File: src/sci_pkg.sv
// Shared types and constants of the segment/circle intersection block.
// No dependencies; every other source file but sci_checker refers to it by scoped names.
package sci_pkg;

  // Configuration register indexes
  typedef enum logic [1:0] {
    CFG_CENTER_X = 2'd0,
    CFG_CENTER_Y = 2'd1,
    CFG_RADIUS   = 2'd2
  } cfg_reg_e;

  localparam int CFG_INDEX_W  = 2;
  localparam int RADIUS_RESET = 65536;

  // Status that rides with a segment from the products to the square root
  typedef struct packed {
    logic azero;  // segment of zero length
    logic hneg;   // h below zero
    logic cneg;   // c below zero
    logic dneg;   // discriminant below zero
  } pre_flags_t;

  // Status that rides with a segment through the dividers
  typedef struct packed {
    logic degen;   // zero length, or q equal to zero with the discriminant not below zero
    logic ok1;     // first root c/q lies in [0, 1]
    logic ok2;     // second root q/a lies in [0, 1]
    logic whole1;  // first root is exactly 1.0
    logic whole2;  // second root is exactly 1.0
  } fin_flags_t;

endpackage

File: src/sci_sqrt_cell.sv
// One cell of the square-root chain: retires one root bit per cycle while en is high.
// Uses sci_pkg for the flag struct that rides along with the operand.
module sci_sqrt_cell #(
  parameter int DISC_W = 132,
  parameter int SIDE_W = 198
) (
  input  logic                  clk,
  input  logic                  rst,
  input  logic                  en,
  input  logic                  i_valid,
  input  sci_pkg::pre_flags_t   i_flags,
  input  logic [SIDE_W-1:0]     i_side,
  input  logic [DISC_W-1:0]     i_op,
  input  logic [DISC_W/2:0]     i_rem,
  input  logic [DISC_W/2-1:0]   i_root,
  output logic                  o_valid,
  output sci_pkg::pre_flags_t   o_flags,
  output logic [SIDE_W-1:0]     o_side,
  output logic [DISC_W-1:0]     o_op,
  output logic [DISC_W/2:0]     o_rem,
  output logic [DISC_W/2-1:0]   o_root
);

  localparam int SQ_W = DISC_W / 2;

  logic [SQ_W+2:0] rem_sh, trial;
  logic            take;

  // Bring down the next two operand bits and try the next root bit
  assign rem_sh = {i_rem, i_op[DISC_W-1:DISC_W-2]};
  assign trial  = {1'b0, i_root, 2'b01};
  assign take   = (rem_sh >= trial);

  always_ff @(posedge clk) begin
    if (rst) begin
      o_valid <= 1'b0;
    end else if (en) begin
      o_valid <= i_valid;
    end
  end

  always_ff @(posedge clk) begin
    if (en) begin
      o_flags <= i_flags;
      o_side  <= i_side;
      o_op    <= {i_op[DISC_W-3:0], 2'b00};
      o_rem   <= take ? (SQ_W+1)'(rem_sh - trial) : rem_sh[SQ_W:0];
      o_root  <= {i_root[SQ_W-2:0], take};
    end
  end

endmodule

File: config.mk
export PLATFORM = sky130hd
export DESIGN_NAME = sci_sqrt_cell
export DESIGN_NICKNAME = d
export VERILOG_FILES = /design/src/sci_pkg.sv /design/src/sci_sqrt_cell.sv
export SDC_FILE = /design/constraint.sdc
export NUM_CORES = 1
export LEC_CHECK = 0
export ABC_AREA = 1
export BUFFER_PORTS_ARGS = -buffer_cell sky130_fd_sc_hd__buf_2
export CELL_PAD_IN_SITES_DETAIL_PLACEMENT = 1
export CELL_PAD_IN_SITES_GLOBAL_PLACEMENT = 1
export CORE_AREA = 2 2 371 373
export DETAILED_ROUTE_END_ITERATION = 7
export DIE_AREA = 0 0 373 375
export PLACE_DENSITY_LB_ADDON = 0.12
export SLEW_MARGIN = 15
export SYNTH_ARGS = -nofsm -noshare
export SYNTH_HDL_FRONTEND = slang
export SYNTH_SLANG_ARGS = --single-unit
File: constraint.sdc
create_clock -name clk -period 3.5 [get_ports clk]
set_input_delay 0.7 -clock clk [delete_from_list [all_inputs] [get_ports clk]]
set_output_delay 0.7 -clock clk [all_outputs]
set_load 0.01 [all_outputs]
; ---- Yosys cells after proc, flatten, opt, wreduce, memory -nomap -nowiden
; Cells that the tools add are included.
[word_totals]
wordCells = 12
in_bits = 471
register_bits = 466
[op_classes]
magnitude_cmp = 1
addsub = 1
mux = 1
[op_table]
columns = operator, n
row1 = 69-bit by 68-bit greater-or-equal comparator with 1-bit output, 1
row2 = 67-bit 2-to-1 mux, 1
row3 = 67-bit subtractor, 1

; ---- Depth between registers and ports, before layout
[logic_depth]
word_depth = 2
ltp_mapped = 19
depth_no_buf = 17

; ---- Least setup slack after synthesis
; Ideal clock, no wire load.
[synth_path]
path_type = input port to flip-flop
startpoint = input i_root[17]
endpoint = register o_rem[60] (data pin)
setup_ps = 253
path_slack_ps = 940
arrival_time_ps = 2307
t_required_ps = 3247
stages = 17
n_path_buf = 2
path_cell_list = inv_1 ha_1 nand2_1 nor2_2 nand2_1 nor2_1 nand2_1 nand3_2 nand2_2 nand3_2 nand2_2 nand2_4 inv_2 buf_6 buf_6 nand2_1 nand2_1
[synth_between]
elab_chain_len = 2
elab_cells_between_ends = 3
classes_between = add/sub: 1 / order compare: 1 / mux: 1
[synth_rtl]
columns = item, line_no
row1 = start: declaration, sci_sqrt_cell.sv:15  ; input logic [DISC_W/2-1:0] i_root,
row2 = 67-bit subtractor or 69-bit by 68-bit greater-or-equal comparator with 1-bit output (tied branches), "sci_sqrt_cell.sv:47, sci_sqrt_cell.sv:32"
row3 = 67-bit 2-to-1 mux (*), sci_sqrt_cell.sv:47  ; o_rem <= take ? (SQ_W+1)'(rem_sh - trial) : rem_sh[SQ_W:0];
row4 = end signal: assignment, sci_sqrt_cell.sv:47
row5 = end: declaration, sci_sqrt_cell.sv:20  ; output logic [DISC_W/2:0] o_rem,
; Every way passes the cells marked *; elsewhere a longest branch is shown, timed or not.
; A chain may end at the register's enable or synchronous reset.

; ---- Worst setup path after layout
[layout_path]
startpoint = input i_root[33]
endpoint = register o_rem[65] (data pin)
; The elaborated chain is that of the path after synthesis.

==> flow_metrics.env <==
export IMPL_cts_buffers=66
export IMPL_met2RoutedLength_um=68800
export IMPL_track_usage=0.192
export IMPL_setup_viol=0
export IMPL_postCtsHoldBufs=0
export IMPL_critPathRequiredTime_ns=3.90
export IMPL_port_buffers=936
export IMPL_syn_area_mm2=0.0211
export IMPL_switching_share=0.301
export IMPL_maxSlewHeadroom=0.557
export IMPL_clkSlewWorstSetupHoldPaths_ns=0.06
export IMPL_core_mm2=0.136
export IMPL_cts_buffer_depth=3
export IMPL_clkPwrFrac=0.406
export IMPL_wire_per_inst_um=27.8
export IMPL_status="finished, final reports clean"
export IMPL_grt_pass1_vias=19700
export IMPL_synth_cells=1982
export IMPL_num_rows=136
export IMPL_slew_violations=0
export IMPL_crit_slowest_cell="ha_1"
export IMPL_place_congestion=0.847
export IMPL_antenna_left=0
export IMPL_finalPower_mw=16.7
export IMPL_fin_setup_tns_ns=0
export IMPL_cts_root_buf="clkbuf_16"
export IMPL_p_comb_frac=0.180
export IMPL_yosysSeqAreaShare=0.662
export IMPL_multi_input_area_mm2=0.00571
export IMPL_crit_path_end_kind="register"
export IMPL_synth_area_per_cell_um2=10.7
export IMPL_met3_length_um=13800
export IMPL_grt_pass1_wl_um=179000
export IMPL_cts_tree="yes"
export IMPL_ir_drop_v=0.000309
export IMPL_path_buf_inv=5
export IMPL_antenna_found_initial=103
export IMPL_rsz0062_at_grt="no"
export IMPL_area_growth_pct=46.6
export IMPL_switchingPower_mw=5.03
export IMPL_fin_nets=3607
export IMPL_ys_warn_count=0
export IMPL_synth_async_sr_flop_share=0
export IMPL_drt_met1_wl_um=51600
export IMPL_grt_max_degree=69
export IMPL_crit_chain="buf_2 > inv_1 > ha_1 > nand2_1 > nor2_1 > nand2_1 > inv_1 > nand2_1 > nor2_1 > nand2_1 > nand2_1 > nor2_1 > nand2_4 > inv_2 > buf_4 > nand2_1 > nand2_1"
export IMPL_fmax_mhz=376
export IMPL_crit_family="simple AND/OR/NAND/NOR gates"
export IMPL_cts_setup_buffers=0
export IMPL_post_route_min_period_ns=2.66
export IMPL_power_frac_seq=0.413
export IMPL_first_iter_violations=1006
export IMPL_die_area_mm2=0.140
export IMPL_path_common_cell="nand2_1"
export IMPL_worstPathMaxFanout=18
export IMPL_pin_count=939
export IMPL_firstDrtPassIters=5
export IMPL_num_vias=18600
export IMPL_p_leak_nw=14.5
export IMPL_die_w_um=373
export IMPL_fin_skew_ns=0
export IMPL_synth_seq_cells=466
export IMPL_arrival_ns=3.06
export IMPL_drive_gt1_frac=0.385
export IMPL_ys_flop_type="edfxtp_1"
export IMPL_fillCellCount=15900
export IMPL_critPathMaxStageDelay_ns=0.46
export IMPL_fp_dieH_um=375
export IMPL_crit_type="input port to register"
export IMPL_htreeDepth=3
export IMPL_start_util=0.155
export IMPL_cts_resized_gates=0
export IMPL_power_density_mw_per_mm2=540
export IMPL_p_int_mw=11.7
export IMPL_highest_layer="met5"
export IMPL_period_share=0.760
export IMPL_routed_via_density=3.78
export IMPL_synth_cell_types=37
export IMPL_hp_class="input port to register"
export IMPL_worstSetupStartpointType="input port"
export IMPL_clock_latency_ns=0.67
export IMPL_drc_errors=0
export IMPL_synth_edff_count=465
export IMPL_maxCapViolations=0
export IMPL_drt_wl_total_um=137000
export IMPL_holdWs_ns=0.182
export IMPL_hpwl_um=118000
export IMPL_regArea_mm2=0.0140
export IMPL_hold_viol=0
export IMPL_tightest_slew_ns=0.664
export IMPL_cts_num_sinks=466
export IMPL_overflow=0
==> worst reg2reg max path, stage by stage (launching register included) <==
cell and delay, ns:
dfxtp_1 0.30, mux2i_1 0.12, nor2_1 0.05
==> cells in the mapped netlist, types with 2 or more instances <==
cell type	n	area, um2
o21ai_1	2	10.0
xnor2_1	2	17.5
nand3_2	2	20.0
o21ai_0	30	150
buf_4	4	30.0
edfxtp_1	465	14000
nor2_1	111	417
nor2_4	3	33.8
xor2_1	32	280
nor4_1	5	31.3
a21oi_1	75	375
o21bai_1	7	52.6
nand3b_1	16	120
nand2_2	38	238
buf_12	3	60.1
nand4_1	14	87.6
inv_2	16	60.1
nor3_1	13	65.1
ha_1	68	851
nand2_1	644	2420
nand3_1	75	375
buf_2	7	35.0
inv_1	324	1220
a21oi_2	2	17.5
buf_6	2	22.5
nor2_2	11	68.8
==> flip-flops by register name, summed over array words and instances (netlist names) <==
signal   cells
o_rem       67
o_op       130
o_root      66
o_valid      1
o_side     198
o_flags      4
==> area by class of cell <==
cell class              instances  area share
flip-flops and latches        466       0.452
clock inverters                38      0.0131
diodes                         22     0.00178
multi-input cells            1160       0.184
clock buffers                  81      0.0559
well taps                    1794      0.0725
inverters                     341      0.0413
repair buffers               1033       0.179
==> power by group through the flow <==
stage                     clock network [mW]  logic (mW)  registers [mW]
after floorplan                            0       0.932            7.25
after global placement                     0        3.12            7.02
after detailed placement                   0        3.12            7.01
after CTS                               7.10        3.13            6.92
after global routing                    7.26        3.30            6.95
final                                   6.79        3.01            6.90
==> cell usage in the layout (no fill, tap or decap), drive strengths merged <==
master and count:
diode 22, dfxtp 1, clkinv 30, a21oi 77, or2 1, mux2i 1
ha 68, o21ai 32, nor4 5, clkinvlp 4, nor3 15, o211ai 1
conb 2, nand4 14, a21o 1, o21bai 7, nand2 683, xnor2 2
and2 1, xor2 32, clkbuf 81, nand3 77, buf 1033, bufinv 5
nand3b 16, nor2 125, edfxtp 465, inv 340
==> path summary, 6_finish.rpt <==
check | from | endpoint | slack, ns | depth (start not counted)
worst max register to register | o_valid | o_valid | 2.92 | 2
worst min-delay path | rst | o_valid | 0.18 | 2
worst min register to register | o_valid | o_valid | 0.50 | 2
worst max-delay path | i_root[33] | o_rem[65] | 0.84 | 17
==> metrics by stage <==
stage	cell area (um2)	worst slack, ns	util	instances
global route	30900	0.598	0.227	4915
CTS	30900	0.829	0.227	4913
finish	31000	0.842	0.227	4935
detailed placement	28800	0.100	0.211	4794
global placement	28800	0.111	0.211	4794
floorplan	21100	0.940	-	1983
==> cell families (layout without fill, tap and decap cells) <==
kind of cell               after synthesis  in the layout  share of synthesized area
and+or+nand+nor                        937            937                      0.186
adders and majority gates               68             68                     0.0403
muxes                                    1              1                   0.000474
AOI/OAI and AO/OA                      118            118                     0.0294
other                                    1             24                   0.000178
buffers and inverters                  357           1493                     0.0676
DFF                                    466            466                      0.662
xor gates and xnor gates                34             34                     0.0141
==> metal layers <==
metal	up-vias	global-route usage
met5	-	0
met4	42	0.0420
met3	188	0.0762
met2	699	0.340
met1	9036	0.215
li1	8682	-
(Power assumes the default switching activity.)
