==> src/sci_pkg.sv <==
// Shared types and constants of the segment/circle intersection block.
// No dependencies; every other source file but sci_checker refers to it by scoped names.
package sci_pkg;

  // Configuration register indexes
  typedef enum logic [1:0] {
    CFG_CENTER_X = 2'd0,
    CFG_CENTER_Y = 2'd1,
    CFG_RADIUS   = 2'd2
  } cfg_reg_e;

  localparam int CFG_INDEX_W  = 2;
  localparam int RADIUS_RESET = 65536;

  // Status that rides with a segment from the products to the square root
  typedef struct packed {
    logic azero;  // segment of zero length
    logic hneg;   // h below zero
    logic cneg;   // c below zero
    logic dneg;   // discriminant below zero
  } pre_flags_t;

  // Status that rides with a segment through the dividers
  typedef struct packed {
    logic degen;   // zero length, or q equal to zero with the discriminant not below zero
    logic ok1;     // first root c/q lies in [0, 1]
    logic ok2;     // second root q/a lies in [0, 1]
    logic whole1;  // first root is exactly 1.0
    logic whole2;  // second root is exactly 1.0
  } fin_flags_t;

endpackage

==> src/sci_div_cell.sv <==
// One cell of the twin divider chain: one quotient bit of c/q and of q/a.
// Uses sci_pkg for the root status that travels with the quotients.
module sci_div_cell #(
  parameter int NUM_W = 67,
  parameter int ACC_W = 17
) (
  input  logic                 clk,
  input  logic                 rst,
  input  logic                 en,
  input  logic                 i_valid,
  input  sci_pkg::fin_flags_t  i_flags,
  input  logic [NUM_W-1:0]     i_rem1,
  input  logic [NUM_W-1:0]     i_den1,
  input  logic [ACC_W-1:0]     i_acc1,
  input  logic [NUM_W-1:0]     i_rem2,
  input  logic [NUM_W-1:0]     i_den2,
  input  logic [ACC_W-1:0]     i_acc2,
  output logic                 o_valid,
  output sci_pkg::fin_flags_t  o_flags,
  output logic [NUM_W-1:0]     o_rem1,
  output logic [NUM_W-1:0]     o_den1,
  output logic [ACC_W-1:0]     o_acc1,
  output logic [NUM_W-1:0]     o_rem2,
  output logic [NUM_W-1:0]     o_den2,
  output logic [ACC_W-1:0]     o_acc2
);

  // Restoring step: top bit is the quotient bit, the rest the new remainder
  function automatic logic [NUM_W:0] div_step(input logic [NUM_W-1:0] rem,
                                              input logic [NUM_W-1:0] den);
    logic [NUM_W:0] sh;
    logic [NUM_W:0] dn;
    logic [NUM_W:0] diff;
    sh   = {rem, 1'b0};
    dn   = {1'b0, den};
    diff = sh - dn;
    if (sh >= dn) begin
      return {1'b1, diff[NUM_W-1:0]};
    end
    return {1'b0, sh[NUM_W-1:0]};
  endfunction

  logic [NUM_W:0] step1, step2;

  assign step1 = div_step(i_rem1, i_den1);
  assign step2 = div_step(i_rem2, i_den2);

  always_ff @(posedge clk) begin
    if (rst) begin
      o_valid <= 1'b0;
    end else if (en) begin
      o_valid <= i_valid;
    end
  end

  always_ff @(posedge clk) begin
    if (en) begin
      o_flags <= i_flags;
      o_rem1  <= step1[NUM_W-1:0];
      o_den1  <= i_den1;
      o_acc1  <= {i_acc1[ACC_W-2:0], step1[NUM_W]};
      o_rem2  <= step2[NUM_W-1:0];
      o_den2  <= i_den2;
      o_acc2  <= {i_acc2[ACC_W-2:0], step2[NUM_W]};
    end
  end

endmodule

==> config.mk <==
export PLATFORM = sky130hd
export DESIGN_NAME = sci_div_cell
export DESIGN_NICKNAME = d
export VERILOG_FILES = /design/src/sci_pkg.sv /design/src/sci_div_cell.sv
export SDC_FILE = /design/constraint.sdc
export NUM_CORES = 1
export LEC_CHECK = 0
export BUFFER_PORTS_ARGS = -buffer_cell sky130_fd_sc_hd__buf_2
export CORE_UTILIZATION = 30
export DETAILED_ROUTE_END_ITERATION = 16
export GPL_ROUTABILITY_DRIVEN = 0
export PLACE_DENSITY = 0.6
export SLEW_MARGIN = 40
export SYNTH_ARGS = -nofsm -noshare
export SYNTH_HDL_FRONTEND = slang
export SYNTH_SLANG_ARGS = --single-unit
==> constraint.sdc <==
create_clock -name clk -period 3.6 [get_ports clk]
set_input_delay 0.18 -clock clk [delete_from_list [all_inputs] [get_ports clk]]
set_output_delay 0.18 -clock clk [all_outputs]
set_load 0.01 [all_outputs]
======== Word-level counts from Yosys, hierarchy flattened ========
Index checks and enable logic that the tools add are counted.
W data, S select, Z words.
operators by class
  add/sub/neg operators ................... 2
  magnitude comparators ................... 2
  multiplexer cells ....................... 6
operators by type and width
  cell              count
  $ge A68 B67 Y1    2
  $mux W68          2
  $mux W67          2
  $sub A67 B67 Y67  2
  $mux W1           2
word-level totals
  register bits ........................... 308
  input bits .............................. 311
  output and inout port bits .............. 308
  word-level logic and storage cells ...... 26

======== Longest topological paths before layout ========
  word-level depth ........................ 3
  depth in mapped cells ................... 17
  gate-level depth less buffers ........... 13

======== Worst setup path before layout ========
No wires, ideal clock.
  kind .................................... input -> register
  start point ............................. input i_rem1[0]
  end point ............................... register o_rem1[19], data pin
  library setup time ...................... 258 ps
  data arrival time ....................... 2780 ps
  data required time ...................... 3342 ps
  setup slack ............................. 562 ps
  cell stages on the path ................. 14
  path buffers ............................ 2
  path through ............................ inv_1 > fa_1 > nand2b_1 > a211oi_1 > o21ba_2 > o211ai_2 > a2111oi_0 > o2111a_1 > or2_1 > a211oi_4 > inv_2 > buf_2 > buf_6 > a21oi_1
on the way
  cells in the longest elaborated chain, start to end .. 3
  elaborated cells between the ends (all ways) .. 5
  classes of those cells .................. add/sub (1); order compare (1); mux (3)
RTL lines
  element                                                    line                                    text
  from (decl)                                                sci_div_cell.sv:12                      input logic [NUM_W-1:0] i_rem1,
  $sub A67 B67 Y67 / $ge A68 B67 Y1 (equally long branches)  sci_div_cell.sv:36, sci_div_cell.sv:37
  $mux W68 / $mux W1 (equally long branches)                 sci_div_cell.sv:37                      if (sh >= dn) begin
  $mux W67 *                                                 sci_div_cell.sv:40                      return {1'b0, sh[NUM_W-1:0]};
  via step1[19]                                              sci_div_cell.sv:43                      logic [NUM_W:0] step1, step2;
  to (signal assigned)                                       sci_div_cell.sv:59                      o_rem1 <= step1[NUM_W-1:0];
  to (decl)                                                  sci_div_cell.sv:20                      output logic [NUM_W-1:0] o_rem1,
Mark *: on every way through the listed nets, which the timed path passes. The rest lies on a longest branch. The select of a mux whose other input is x is not followed.
A chain may end at the register's enable or synchronous reset.

======== Worst setup path after layout ========
  start point ............................. input i_den2[17]
  end point ............................... register o_rem2[63], data pin
on the way
  cells in the longest elaborated chain, start to end .. 3
  elaborated cells between the ends (all ways) .. 5
  classes of those cells .................. add/sub (1); order compare (1); mux (3)
RTL lines
  element                                                    line                                    text
  from (decl)                                                sci_div_cell.sv:16                      input logic [NUM_W-1:0] i_den2,
  $sub A67 B67 Y67 / $ge A68 B67 Y1 (equally long branches)  sci_div_cell.sv:36, sci_div_cell.sv:37
  $mux W68 / $mux W1 (equally long branches)                 sci_div_cell.sv:37
  $mux W67 *                                                 sci_div_cell.sv:40
  via step2[63]                                              sci_div_cell.sv:43
  to (signal assigned)                                       sci_div_cell.sv:62                      o_rem2 <= step2[NUM_W-1:0];
  to (decl)                                                  sci_div_cell.sv:23                      output logic [NUM_W-1:0] o_rem2,
Marks and branches as above.

==> reports/qor.yml <==
start_util_pct: 30.29
cp.required_ps: 3880
crit_arrival_ps: 3870
ys_warn_count: 0
route.final.wire_length_mm: 70.14
grt_pass1_wl_mm: 106.3
clock.fmax_mhz: 278.5
final_cell_mix: "buf_2 (615), edfxtp_1 (307), dlygate4sd3_1 (279), a21oi_1 (211), inv_1 (169)"
leakagePower_nw: 12.63
antenna_cells: 0
grt_max_degree: 101
drtIter0Drc: 1070
synth-edff-count: 307
start_kind: "primary input"
path_delay_family: "compound AO/OA/AOI/OAI gates"
ios: 619
status: "complete, no violations"
antenna_found_initial: 6
layout.nets: 3326
critPathSlowestCell: "dlygate4sd3_1"
cts_root_buf: "clkbuf_16"
rows: 93
setup_violations: 0
io_buffers: 616
synth-async-reset-ratio_pct: 0
finalNonFillerCells: 3757
detail_route.first_pass.iterations: 5
multiInputGateArea_sq_mm: 0.009388
clk_pin_slew_ps: 60
nFillCells: 6019
syn_to_final_growth_pct: 45.86
seq_area_sq_mm: 0.009239
wl_per_cell_microns: 18.67
yosysSeqAreaShare_pct: 47.40
hold_viol_final: 0
fin_crit_sh_pct: 99.75
hp-class: "primary input to register"
clkLatencyLatePin_ps: 540
layout_min_cycle_time_ps: 3591
max_slew_margin_pct: 49.85
synth_cell_types: 84
maxCapViolCount: 0
die_h_microns: 256.9
overflow: 0
fin_tns_setup_ps: 0
synth_ff_type: "edfxtp_1"
fp.coreArea_sq_mm: 0.06435
htree_num_levels: 2
placed_cells: 3410
first_global_vias: 19230
cts_tree: "done"
cts-buffers-inserted: 36
syn_area_sq_mm: 0.01949
yosys-top-cells-area: "edfxtp_1 (47%), ha_1 (8.6%), a21oi_1 (5.5%)"
critPathBufInv: 3
skew_ps: 0
dieWidth_microns: 256.9
cts_buffer_depth: 3
viasPerCell: 4.998
crit_chain: "dlygate4sd3_1 > buf_2 > inv_1 > ha_2 > nand4_1 > nor3_2 > nand2_1 > o311ai_4 > a21oi_2 > o31a_1 > o31a_1 > or4_1 > a31oi_2 > o2bb2ai_1"
drv_slew: 0
grt_usage_pct: 20.35
cpPeakStageDelay_ps: 530
netlist.top_cell.by_area: "edfxtp_1"
cp-end-kind: "register"
synthesis.nets: 2354
die-area_sq_mm: 0.06600
cts_num_sinks: 308
drive_gt1_share_pct: 30.46
layout_commonest_cell: "buf_2"
ys_ff_latch: 308
crit_fanout: 6
yosysTopAreaCellShare_pct: 47.29
final_core_util_pct: 44.19
tightestPinTransition_ps: 752.3
netlist_instances: 1907
syn_area_per_cell_sq_um: 10.22
vias: 18780
dp_hpwl_mm: 54.20
irDropWorstVdd_uv: 335.4
worst-setup-path-type: "primary input to register"
p_per_area_mw_per_mm2: 414.5
drc: 0
whs_ps: 27.88
crit_path_frequent_cell: "o31a_1"
postRouteAntennaNets: 0
[cells by family (layout without fill, tap and decap cells)]
logic type	Yosys count	count (layout)	share of synthesized area (%)
flops	308	308	47.40
fa+ha+maj	136	136	8.807
compound gates	560	560	18.44
simple gates	474	474	11.53
mux	58	58	3.331
xor+xnor	116	116	5.212
buf+inv	255	1250	5.289
[final timing paths]
kind	startpoint	end	slack (ps)	cells after the start
hold / removal	i_rem1[24]	o_rem1[25]$_DFFE_PP_	30	3
hold reg to reg	o_valid$_SDFFE_PP0P_	o_valid$_SDFFE_PP0P_	1060	3
setup reg to reg	o_valid$_SDFFE_PP0P_	o_valid$_SDFFE_PP0P_	2440	3
setup / recovery	i_den2[17]	o_rem2[63]$_DFFE_PP_	9	14
[worst register-to-register path: stages (launching register included)]
cell           delay (ps)
dfxtp_1               310
mux2i_1               130
nor2_1                 50
dlygate4sd3_1         550
[Yosys cell counts (all sizes together) (10+ instances only)]
| cell type | n |
|---|---|
| o21bai | 29 |
| nand2b | 16 |
| xnor2 | 68 |
| inv | 171 |
| o21ai | 102 |
| nand3 | 27 |
| nand2 | 144 |
| mux2 | 55 |
| and2 | 10 |
| nor3 | 40 |
| o31ai | 15 |
| buf | 24 |
| a211oi | 14 |
| o211ai | 10 |
| a21o | 71 |
| a31oi | 15 |
| nor2b | 10 |
| xor2 | 48 |
| and3 | 13 |
| ha | 134 |
| o21a | 19 |
| nand4 | 50 |
| a21oi | 215 |
| clkbuf | 60 |
| edfxtp | 307 |
| nor2 | 127 |
[power breakdown]
group / switching [W] / total [W] / internal (W)
Clock: 0.00151 / 0.00370 / 0.00219
Combinational: 0.00193 / 0.00350 / 0.00156
Sequential: 0.000124 / 0.00459 / 0.00447
Total: 0.00357 / 0.0118 / 0.00822
[sequential cells by signal, indices dropped and copies added (netlist names)]
signal,flops
o_acc1,17
o_acc2,17
o_den1,67
o_den2,67
o_flags,5
o_rem1,67
o_rem2,67
o_valid,1
[timing repair]
item                                    in CTS  in global routing
hold buffers                               279                  0
resized for setup                            0                 33
setup buffers                                0                  5
endpoints found under the setup margin       0                102
hold endpoints to repair                   278                  0
[cell type report]
type                    instances  share of cell area [%]
flip-flops and latches        308                   32.49
clock inverters                15                  0.6557
inverters                     171                   2.258
repair buffers               1018                   24.40
clock buffers                  46                   3.410
multi-input cells            1344                   33.02
well taps                     855                   3.763
[metrics by stage]
stage | instance area (sq um) | total power, W | worst slack [ps]
2_1_floorplan | 19490 | 0.006449 | 561.7
3_3_place_gp | 24220 | 0.007777 | 11.04
3_5_place_dp | 24220 | 0.007808 | -82.48
4_1_cts | 28170 | 0.01181 | 9.406
5_1_grt | 28430 | 0.01233 | -31.90
6_report | 28430 | 0.01179 | 8.894
[per-layer routing]
metal | vias to the layer above | GRT usage [%] | share of wire (%)
met2 | 796 | 37.94 | 52
met5 | - | 0 | 0.073
met1 | 8899 | 22.37 | 38
met4 | 8 | 7.374 | 3.4
li1 | 8944 | - | -
met3 | 129 | 4.580 | 7.0
Note: power is estimated with default switching activity, not from simulation.
